**src/sv/cesc_pkg.sv**
```systemverilog
// shared types, constants and the byte classifier of the c escape encoder
// no dependencies
`default_nettype none

package cesc_pkg;

  localparam int unsigned QUEUE_DEPTH = 2;
  localparam int unsigned MAX_RUN     = 4;

  localparam logic [7:0] PRINT_LOW  = 8'd32;
  localparam logic [7:0] PRINT_HIGH = 8'd126;
  localparam logic [7:0] CH_BSLASH  = 8'h5C;
  localparam logic [7:0] CH_X       = 8'h78;
  localparam logic [7:0] CH_ZERO    = 8'h30;
  localparam logic [7:0] CH_LOWER_A = 8'h61;
  localparam logic [7:0] CH_A       = 8'h61;
  localparam logic [7:0] CH_B       = 8'h62;
  localparam logic [7:0] CH_T       = 8'h74;
  localparam logic [7:0] CH_N       = 8'h6E;
  localparam logic [7:0] CH_V       = 8'h76;
  localparam logic [7:0] CH_F       = 8'h66;
  localparam logic [7:0] CH_R       = 8'h72;

  // one escaped run: up to four characters and the index of the last one
  typedef struct packed {
    logic [$clog2(MAX_RUN)-1:0]  last_idx;
    logic [MAX_RUN-1:0][7:0]     chars;
  } run_t;

  // lowercase hex digit
  function automatic logic [7:0] hex_char(input logic [3:0] d);
    logic [7:0] res;
    if (d < 4'd10) begin
      res = CH_ZERO + {4'd0, d};
    end else begin
      res = CH_LOWER_A + {4'd0, d} - 8'd10;
    end
    return res;
  endfunction

  // turn a raw byte into its escaped run
  function automatic run_t classify(input logic [7:0] b);
    run_t r;
    r = '0;
    r.chars[0] = CH_BSLASH;
    r.last_idx = 2'd1;
    unique case (b)
      8'd0:  r.chars[1] = CH_ZERO;
      8'd7:  r.chars[1] = CH_A;
      8'd8:  r.chars[1] = CH_B;
      8'd9:  r.chars[1] = CH_T;
      8'd10: r.chars[1] = CH_N;
      8'd11: r.chars[1] = CH_V;
      8'd12: r.chars[1] = CH_F;
      8'd13: r.chars[1] = CH_R;
      8'd34, 8'd39, 8'd92: r.chars[1] = b;
      default: begin
        if (b >= PRINT_LOW && b <= PRINT_HIGH) begin
          // printable passes as a single character
          r.chars[0] = b;
          r.last_idx = 2'd0;
        end else if (b >= 8'd16) begin
          r.chars[1] = CH_X;
          r.chars[2] = hex_char(b[7:4]);
          r.chars[3] = hex_char(b[3:0]);
          r.last_idx = 2'd3;
        end else begin
          r.chars[1] = CH_X;
          r.chars[2] = hex_char(b[3:0]);
          r.last_idx = 2'd2;
        end
      end
    endcase
    return r;
  endfunction

endpackage

`default_nettype wire

```
**src/sv/cesc_front.sv**
```systemverilog
// front stage: accepts raw bytes and classifies them into escaped runs
// depends on cesc_pkg
`default_nettype none

module cesc_front (
  input  wire logic          clk,
  input  wire logic          rst_n,
  input  wire logic          in_valid,
  output logic               in_ready,
  input  wire logic [7:0]    in_byte,
  output logic               push_valid,
  input  wire logic          push_ready,
  output cesc_pkg::run_t     push_data
);

  logic           vld_r;
  logic           vld_nxt;
  cesc_pkg::run_t run_r;

  // stage frees when empty or when its word moves into the queue
  assign in_ready   = !vld_r || push_ready;
  assign push_valid = vld_r;
  assign push_data  = run_r;
  assign vld_nxt    = in_ready ? in_valid : vld_r;

  // stage valid
  always_ff @(posedge clk) begin
    if (!rst_n) begin
      vld_r <= 1'b0;
    end else begin
      vld_r <= vld_nxt;
    end
  end

  // classified run
  always_ff @(posedge clk) begin
    if (in_valid && in_ready) begin
      run_r <= cesc_pkg::classify(in_byte);
    end
  end

endmodule

`default_nettype wire

```
**src/sv/cesc_fifo.sv**
```systemverilog
// short queue of classified runs between front and back
// depends on cesc_pkg
`default_nettype none

module cesc_fifo #(
  parameter int unsigned DEPTH = cesc_pkg::QUEUE_DEPTH
) (
  input  wire logic          clk,
  input  wire logic          rst_n,
  input  wire logic          push_valid,
  output logic               push_ready,
  input  cesc_pkg::run_t     push_data,
  output logic               pop_valid,
  input  wire logic          pop,
  output cesc_pkg::run_t     pop_data
);

  localparam int unsigned PW = (DEPTH > 1) ? $clog2(DEPTH) : 1;
  localparam int unsigned CW = $clog2(DEPTH + 1);

  cesc_pkg::run_t mem_r [DEPTH];
  logic [PW-1:0]  wr_ptr_r, wr_ptr_nxt;
  logic [PW-1:0]  rd_ptr_r, rd_ptr_nxt;
  logic [CW-1:0]  cnt_r, cnt_nxt;
  logic           do_push, do_pop;

  assign push_ready = (cnt_r != CW'(DEPTH));
  assign pop_valid  = (cnt_r != '0);
  assign pop_data   = mem_r[rd_ptr_r];
  assign do_push    = push_valid && push_ready;
  assign do_pop     = pop && pop_valid;

  // pointer wrap and fill count
  always_comb begin
    wr_ptr_nxt = wr_ptr_r;
    rd_ptr_nxt = rd_ptr_r;
    cnt_nxt    = cnt_r;
    if (do_push) begin
      wr_ptr_nxt = (wr_ptr_r == PW'(DEPTH - 1)) ? '0 : wr_ptr_r + 1'b1;
    end
    if (do_pop) begin
      rd_ptr_nxt = (rd_ptr_r == PW'(DEPTH - 1)) ? '0 : rd_ptr_r + 1'b1;
    end
    if (do_push && !do_pop) begin
      cnt_nxt = cnt_r + 1'b1;
    end else if (do_pop && !do_push) begin
      cnt_nxt = cnt_r - 1'b1;
    end
  end

  // control registers
  always_ff @(posedge clk) begin
    if (!rst_n) begin
      wr_ptr_r <= '0;
      rd_ptr_r <= '0;
      cnt_r    <= '0;
    end else begin
      wr_ptr_r <= wr_ptr_nxt;
      rd_ptr_r <= rd_ptr_nxt;
      cnt_r    <= cnt_nxt;
    end
  end

  // entry storage
  always_ff @(posedge clk) begin
    if (do_push) begin
      mem_r[wr_ptr_r] <= push_data;
    end
  end

endmodule

`default_nettype wire

```
**src/sv/cesc_back.sv**
```systemverilog
// back stage: walks each queued run one character per cycle, when not stalled, into the output register
// depends on cesc_pkg
`default_nettype none

module cesc_back (
  input  wire logic          clk,
  input  wire logic          rst_n,
  input  wire logic          head_valid,
  input  cesc_pkg::run_t     head_data,
  output logic               head_pop,
  output logic               out_valid,
  input  wire logic          out_ready,
  output logic [7:0]         out_byte,
  output logic               out_run_last
);

  localparam int unsigned IW = $clog2(cesc_pkg::MAX_RUN);

  logic          out_vld_r, out_vld_nxt;
  logic [7:0]    byte_r;
  logic          last_r;
  logic [IW-1:0] idx_r, idx_nxt;
  logic          load;
  logic          at_last;

  assign load     = head_valid && (!out_vld_r || out_ready);
  assign at_last  = (idx_r == head_data.last_idx);
  assign head_pop = load && at_last;

  assign out_valid    = out_vld_r;
  assign out_byte     = byte_r;
  assign out_run_last = last_r;

  // character index and output valid
  always_comb begin
    idx_nxt     = idx_r;
    out_vld_nxt = out_vld_r;
    if (load) begin
      idx_nxt     = at_last ? '0 : idx_r + 1'b1;
      out_vld_nxt = 1'b1;
    end else if (out_ready) begin
      out_vld_nxt = 1'b0;
    end
  end

  // control registers
  always_ff @(posedge clk) begin
    if (!rst_n) begin
      out_vld_r <= 1'b0;
      idx_r     <= '0;
    end else begin
      out_vld_r <= out_vld_nxt;
      idx_r     <= idx_nxt;
    end
  end

  // output word
  always_ff @(posedge clk) begin
    if (load) begin
      byte_r <= head_data.chars[idx_r];
      last_r <= at_last;
    end
  end

endmodule

`default_nettype wire

```
**src/sv/c_escape_encoder.sv**
```systemverilog
// The first character of a run passes the front register, a queue entry and the
// output register. Each byte becomes a run of one to four escaped characters, and
// the single output register emits one character a cycle while out_ready allows.
// Reset: synchronous active-low rst_n clears front valid, queue pointers,
// character index and output valid; no clearing pass.
// top level: front classifier, run queue and back emitter; depends on cesc_pkg
`default_nettype none

module c_escape_encoder #(
  parameter int unsigned QUEUE_DEPTH = cesc_pkg::QUEUE_DEPTH
) (
  input  wire logic       clk,
  input  wire logic       rst_n,
  input  wire logic       in_valid,
  output logic            in_ready,
  input  wire logic [7:0] in_byte,
  output logic            out_valid,
  input  wire logic       out_ready,
  output logic [7:0]      out_byte,
  output logic            out_run_last
);

  logic           push_valid, push_ready;
  cesc_pkg::run_t push_data;
  logic           head_valid, head_pop;
  cesc_pkg::run_t head_data;

  // classify incoming bytes
  cesc_front u_front (
    .clk        (clk),
    .rst_n      (rst_n),
    .in_valid   (in_valid),
    .in_ready   (in_ready),
    .in_byte    (in_byte),
    .push_valid (push_valid),
    .push_ready (push_ready),
    .push_data  (push_data)
  );

  // decouple front from back
  cesc_fifo #(
    .DEPTH (QUEUE_DEPTH)
  ) u_fifo (
    .clk        (clk),
    .rst_n      (rst_n),
    .push_valid (push_valid),
    .push_ready (push_ready),
    .push_data  (push_data),
    .pop_valid  (head_valid),
    .pop        (head_pop),
    .pop_data   (head_data)
  );

  // emit escaped characters
  cesc_back u_back (
    .clk          (clk),
    .rst_n        (rst_n),
    .head_valid   (head_valid),
    .head_data    (head_data),
    .head_pop     (head_pop),
    .out_valid    (out_valid),
    .out_ready    (out_ready),
    .out_byte     (out_byte),
    .out_run_last (out_run_last)
  );

endmodule

`default_nettype wire

```
**config.mk**
```make
export PLATFORM = sky130hd
export DESIGN_NAME = c_escape_encoder
export DESIGN_NICKNAME = d
export VERILOG_FILES = /design/src/sv/cesc_pkg.sv /design/src/sv/cesc_front.sv /design/src/sv/cesc_fifo.sv /design/src/sv/cesc_back.sv /design/src/sv/c_escape_encoder.sv
export SDC_FILE = /design/constraint.sdc
export NUM_CORES = 1
export LEC_CHECK = 0
export BUFFER_PORTS_ARGS = -buffer_cell sky130_fd_sc_hd__buf_2
export CAP_MARGIN = 20
export CORE_MARGIN = 2
export CORE_UTILIZATION = 40
export DETAILED_ROUTE_END_ITERATION = 7
export HOLD_SLACK_MARGIN = 0.12
export PLACE_DENSITY = 0.66
export SETUP_SLACK_MARGIN = 0.02
export SLEW_MARGIN = 5
export SYNTH_ARGS = -nofsm -noshare
export SYNTH_HDL_FRONTEND = slang
export SYNTH_SLANG_ARGS = --single-unit
```
**constraint.sdc**
```tcl
create_clock -name clk -period 2.9 [get_ports clk]
set_clock_uncertainty 0.1 [all_clocks]
set_input_delay 0.145 -clock clk [delete_from_list [all_inputs] [get_ports clk]]
set_output_delay 0.145 -clock clk [all_outputs]
set_load 0.01 [all_outputs]
```
==> flow_metrics.tcl, run 1 <==
set metrics [dict create \
    status "complete, no violations" \
    final_cell_mix "edfxtp_1, buf_2, nand2_1, clkbuf_16, mux4_2" \
    die_h_um 115 \
    wl_met3_um 367 \
    grt_overflow 0 \
    irDropWorstVdd_mv 0.388 \
    n_fill_cell 1014 \
    timing.critical_path.from_type "input port" \
    routed_wl_um 8570 \
    antenna_found_initial 0 \
    total_leakage_power_uw 0.00204 \
    syn_inst 309 \
    syn_to_final_growth_pct 19.4 \
    path_class "in2reg" \
    htree_levels 4 \
    synth-edff-count 105 \
    fin_ws_ps 397 \
    crit_arrival_ps 2510 \
    final_nets 376 \
    crit_family "compound AO/OA/AOI/OAI gates" \
    ys.flop_type "edfxtp_1" \
    cp_num_buf_inv 3 \
    via_count 2679 \
    cts_tree "done" \
    total_power_uw 5170 \
    rows 40 \
    cts_buffer_depth 2 \
    tns_ps 0 \
    period_needed_ps 2500 \
    crit_chain "dlygate4sd3_1 > buf_2 > inv_1 > ha_1 > or3b_1 > a221o_1 > o211ai_4 > o211ai_2" \
    drt_first_pass_iters 4 \
    track_usage_pct 14.3 \
    end_kind "flip-flop" \
    syn_area_um2 4930 \
    met2_wirelength_um 4320 \
    ys_warn_count 0 \
    core_area_um2 12000 \
    hold_viol 0 \
    rsz0062_at_grt "false" \
    cts_setup_buffers 0 \
    drive_gt1_share_pct 24.9 \
    insertion_delay_ps 400 \
    die_area_um2 13200 \
    clkSlewWorstSetupHoldPaths_ps 50 \
    min-delay-path-class "in2reg" \
    synth_top_area_share_pct 63.9 \
    startpoint "in_byte[4]" \
    dp_hpwl_um 5230 \
    ys_seq_area_share_pct 67.5 \
    clkSinkCount 114 \
    powerDensity_nw_per_um2 877 \
    wl_per_cell_um 16.7 \
    highest_layer "met4" \
    syn_avg_cell_area_um2 16.0 \
    final_common_cell "edfxtp_1" \
    design_area_um2 5890 \
    yosys.area.top_type "edfxtp_1" \
    critPathMaxStageDelay_ps 530 \
    yosysUniqueCellTypes 57 \
    finalSetupViolCount 0 \
    met1Wirelength_um 3770 \
    post-route-util_pct 49.1 \
    synth_top_cells_by_area "edfxtp_1, mux4_2, dfxtp_1, ha_1, mux2_2" \
    slew_headroom_pct 62.3 \
    start_util_pct 41.1 \
    grt_start_max_net_pins 33 \
    gp_congestion 0.834 \
    ys_seq_elements 114 \
    drv_slew 0 \
    ios 23 \
    max_freq_mhz 400 \
    post_drt_via_cell_ratio 5.23 \
    grt_first_pass_wirelength_um 13900 \
    maxCapViolations 0 \
    tightestPinTransition_ps 563 \
    cts-root-buf "clkbuf_16" \
    place_ws_ps 512 \
    dr.first_iter.drc_count 168 \
    dpl-instance-area_um2 5200 \
    cp_slowest_cell "dlygate4sd3_1" \
    hp-start "in_byte[3]" \
    die_w_um 115 \
    drcViolationCount 0 \
    cts_inserted_buffers 17 \
    path_max_fanout 17 \
    cp.required_ps 2910 \
    numPortBuffers 22 \
    antennaDiodeCount 0 \
    first_global_vias 2703 \
    synthArstFlopShare_pct 0 \
    final_antenna_net_count 0 \
    period_share_pct 86.3 \
]
synthesized netlist by cell type, drive strengths merged, types with 4 or more instances:
master and number:
xor2 4, ha 11, nor3b 4, nor2b 6, buf 9, nand2 17, o21ai 11, dfxtp 9
a21oi 13, clkbuf 7, inv 9, edfxtp 105, and2 4, nand2b 6, mux2 8, mux4 15
nor2 15, nor3 6, o211ai 4
kinds of logic after synthesis:
family | share of synthesized area, %
DFF | 67.5
and+or+nand+nor | 8.98
AOI/OAI and AO/OA | 7.45
buffers and inverters | 2.76
muxes | 9.15
adders and majority gates | 2.79
xor gates and xnor gates | 1.24
other | 0.0760
metal layers:
layer / GRT usage (%) / vias up
li1: - / 1282
met3: 3.95 / 8
met1: 18.3 / 1323
met5: 0 / -
met4: 7.15 / 0
met2: 22.5 / 66
sequential cells by signal (all words and copies together) (netlist names), named ones only:
| signal | count |
|---|---|
| u_fifo.wr_ptr_r | 1 |
| u_front.push_valid | 1 |
| u_back.out_valid | 1 |
| u_fifo.cnt_r | 2 |
| u_fifo.mem_r | 64 |
| u_fifo.rd_ptr_r | 1 |
| u_back.out_run_last | 1 |
| u_back.out_byte | 8 |
| u_back.idx_r | 2 |
| u_front.push_data | 32 |
repair_timing:
| item | CTS | global route |
|---|---|---|
| endpoints found under the hold margin | 16 | 0 |
| resized for setup | 0 | 0 |
| hold buffers | 10 | 0 |
layout make-up:
type / instances / area, um2 / area share [%]
repair buffers: 40 / 270 / 4.59
multi-input cells: 170 / 1470 / 25.0
well taps: 147 / 184 / 3.12
inverters: 10 / 37.5 / 0.637
clock buffers: 18 / 429 / 7.28
flip-flops and latches: 114 / 3330 / 56.6
clock inverters: 13 / 168 / 2.85
where the power goes:
group / leakage [uW] / switching [uW] / internal, uW
combinational: 0.000705 / 475 / 403
sequential: 0.00106 / 99.1 / 2120
clock: 0.000282 / 663 / 1410
total: 0.00204 / 1240 / 3930
final timing paths:
kind | slack, ps | endpoint | depth (start not counted)
hold reg to reg | 340 | u_fifo.mem_r[0][11]$_DFFE_PP_ | 0
hold / removal | 200 | u_front.push_data[3]$_SDFFCE_PP1P_ | 2
setup reg to reg | 510 | u_fifo.cnt_r[1]$_SDFFE_PN0P_ | 7
setup / recovery | 400 | u_front.push_data[11]$_DFFE_PP_ | 8
metrics by stage:
step | hold WS [ps] | instances
4_1_cts | 166 | 512
3_5_place_dp | 299 | 471
3_3_place_gp | 289 | 471
5_1_grt | 225 | 512
2_1_floorplan | 174 | 310
6_report | 199 | 512
Note: power is estimated with default switching activity, not from simulation.
==> run 2: changes to the inputs <==
--- a/config.mk
+++ b/config.mk
@@ -11,7 +11,7 @@
 export CORE_UTILIZATION = 40
 export DETAILED_ROUTE_END_ITERATION = 7
 export HOLD_SLACK_MARGIN = 0.12
-export PLACE_DENSITY = 0.66
+export PLACE_DENSITY = 0.67
 export SETUP_SLACK_MARGIN = 0.02
 export SLEW_MARGIN = 5
 export SYNTH_ARGS = -nofsm -noshare
==> run 2 against run 1 <==
Net effect: clock-buffer cell count increased by 5; via count about the same; utilization decreased by 0.30 points; first-iteration DRC count increased by 52%; sequential cell count unchanged; worst hold slack got worse by 20 ps; clock power decreased by 9%; register-to-register slack improved by 190 ps; power decreased by 3.5%; sequential share of layout area increased by 0.35 points; cell count increased by 0.39%; sequential power about the same; critical path type unchanged; largest power group unchanged.
==> flow_metrics.tcl, run 2 (synthesis results as in run 1) <==
set metrics [dict create \
    grt_start_max_net_pins 33 \
    htree_levels 4 \
    rsz0062_at_grt "false" \
    design_area_um2 5860 \
    dp_hpwl_um 5430 \
    use_met2_pct 21.9 \
    hold_viol 0 \
    gp_congestion 0.878 \
    total_leakage_power_uw 0.00205 \
    cts_setup_buffers 0 \
    cts_inserted_buffers 17 \
    drive_gt1_share_pct 25.9 \
    maxCapViolations 0 \
    cts_buffer_depth 2 \
    final_nets 377 \
    syn_to_final_growth_pct 18.7 \
    final_cell_mix "edfxtp_1, buf_2, clkbuf_16, nand2_1, mux4_2" \
    n_fill_cell 1030 \
    max_freq_mhz 395 \
    die_w_um 115 \
    period_needed_ps 2530 \
    largest_register_ffs 64 \
    cts_tree "done" \
    rows 40 \
    drv_slew 0 \
    tns_ps 0 \
    antennaDiodeCount 0 \
    end_kind "flip-flop" \
    powerDensity_nw_per_um2 851 \
    min-delay-path-class "in2reg" \
    start_util_pct 41.1 \
    slew_headroom_pct 62.9 \
    clkSinkCount 114 \
    routed_wl_um 8610 \
    top_usage_layer "met2" \
    register_area_um2 3330 \
    drt_first_pass_iters 4 \
    grt_first_pass_wirelength_um 13700 \
    post_drt_via_cell_ratio 5.22 \
    reg2reg_slack_ps 700 \
    ios 23 \
    wl_per_cell_um 16.7 \
    top_register "u_fifo.mem_r" \
    dpl-instance-area_um2 5200 \
    fin_ws_ps 369 \
    first_global_vias 2651 \
    use_met3_pct 4.16 \
    cts-root-buf "clkbuf_16" \
    status "complete, no violations" \
    antenna_found_initial 0 \
    tightestPinTransition_ps 554 \
    place_ws_ps 519 \
    finalSetupViolCount 0 \
    total_power_uw 4990 \
    multi_input_area_um2 1470 \
    crit_arrival_ps 2530 \
    final_antenna_net_count 0 \
    met1_usage_pct 18.4 \
    numPortBuffers 22 \
    cts_resized 0 \
    drcViolationCount 0 \
    track_usage_pct 14.0 \
    dr.first_iter.drc_count 256 \
    insertion_delay_ps 400 \
    via_count 2681 \
    cp.required_ps 2900 \
    path_class "in2reg" \
    die_h_um 115 \
    path_max_fanout 17 \
    grt_overflow 0 \
    cts_hold_buf 10 \
    irDropWorstVdd_mv 0.389 \
    period_share_pct 87.3 \
    timing.critical_path.from_type "input port" \
    core_area_um2 12000 \
    clkSlewWorstSetupHoldPaths_ps 50 \
    final_common_cell "edfxtp_1" \
    die_area_um2 13200 \
]
[run 2: cell types whose count changed in the layout (fill, tap and decap cells not counted), moves of 3 or more]
cell,change
bufinv_16,-4
inv_4,+3
clkinv_2,+3
clkinvlp_4,-3
clkinv_1,-4
[run 2: stage by stage]
step,hold WS (ps),util (%),cells
3_5_place_dp,299,43.3,472
2_1_floorplan,174,-,310
4_1_cts,169,48.8,514
5_1_grt,216,48.8,514
3_3_place_gp,300,43.3,472
6_report,178,48.8,514
[run 2: layout make-up]
type | count | share of cell area (%)
Sequential cell | 114 | 56.9
Multi-Input combinational cell | 170 | 25.1
Clock buffer | 23 | 8.55
Timing Repair Buffer | 41 | 4.74
Tap cell | 147 | 3.14
Clock inverter | 9 | 0.897
Inverter | 10 | 0.641
[run 2: path summary, 6_finish.rpt]
path                                       start  cells past startpoint                                  to
max                                   in_byte[4]                      8     u_front.push_data[11]$_DFFE_PP_
min reg2reg  u_front.push_data[24]$_SDFFCE_PP0P_                      0       u_fifo.mem_r[1][24]$_DFFE_PP_
max reg2reg                            flip-flop                      7        u_fifo.cnt_r[1]$_SDFFE_PN0P_
min                                   in_byte[3]                      2  u_front.push_data[3]$_SDFFCE_PP1P_
[run 2: power breakdown]
group / switching (uW) / leakage (uW) / internal (uW)
registers: 96.2 / 0.00106 / 2120
logic: 487 / 0.000710 / 408
clock network: 670 / 0.000282 / 1210
total: 1250 / 0.00205 / 3730
[run 2: per-layer routing]
metal | share of wire, % | vias to the layer above | wire (um)
li1 | - | 1287 | -
met1 | 47 | 1338 | 4020
met2 | 50 | 49 | 4300
met3 | 2.1 | 7 | 184
met4 | 1.2 | 0 | 102
met5 | 0 | - | 0
[run 2: worst max-delay path, stage by stage]
cell	delay (ps)
dlygate4sd3_1	520
buf_2	150
inv_1	160
ha_1	190
or3b_1	460
a221o_1	400
o211ai_4	280
o211ai_2	220
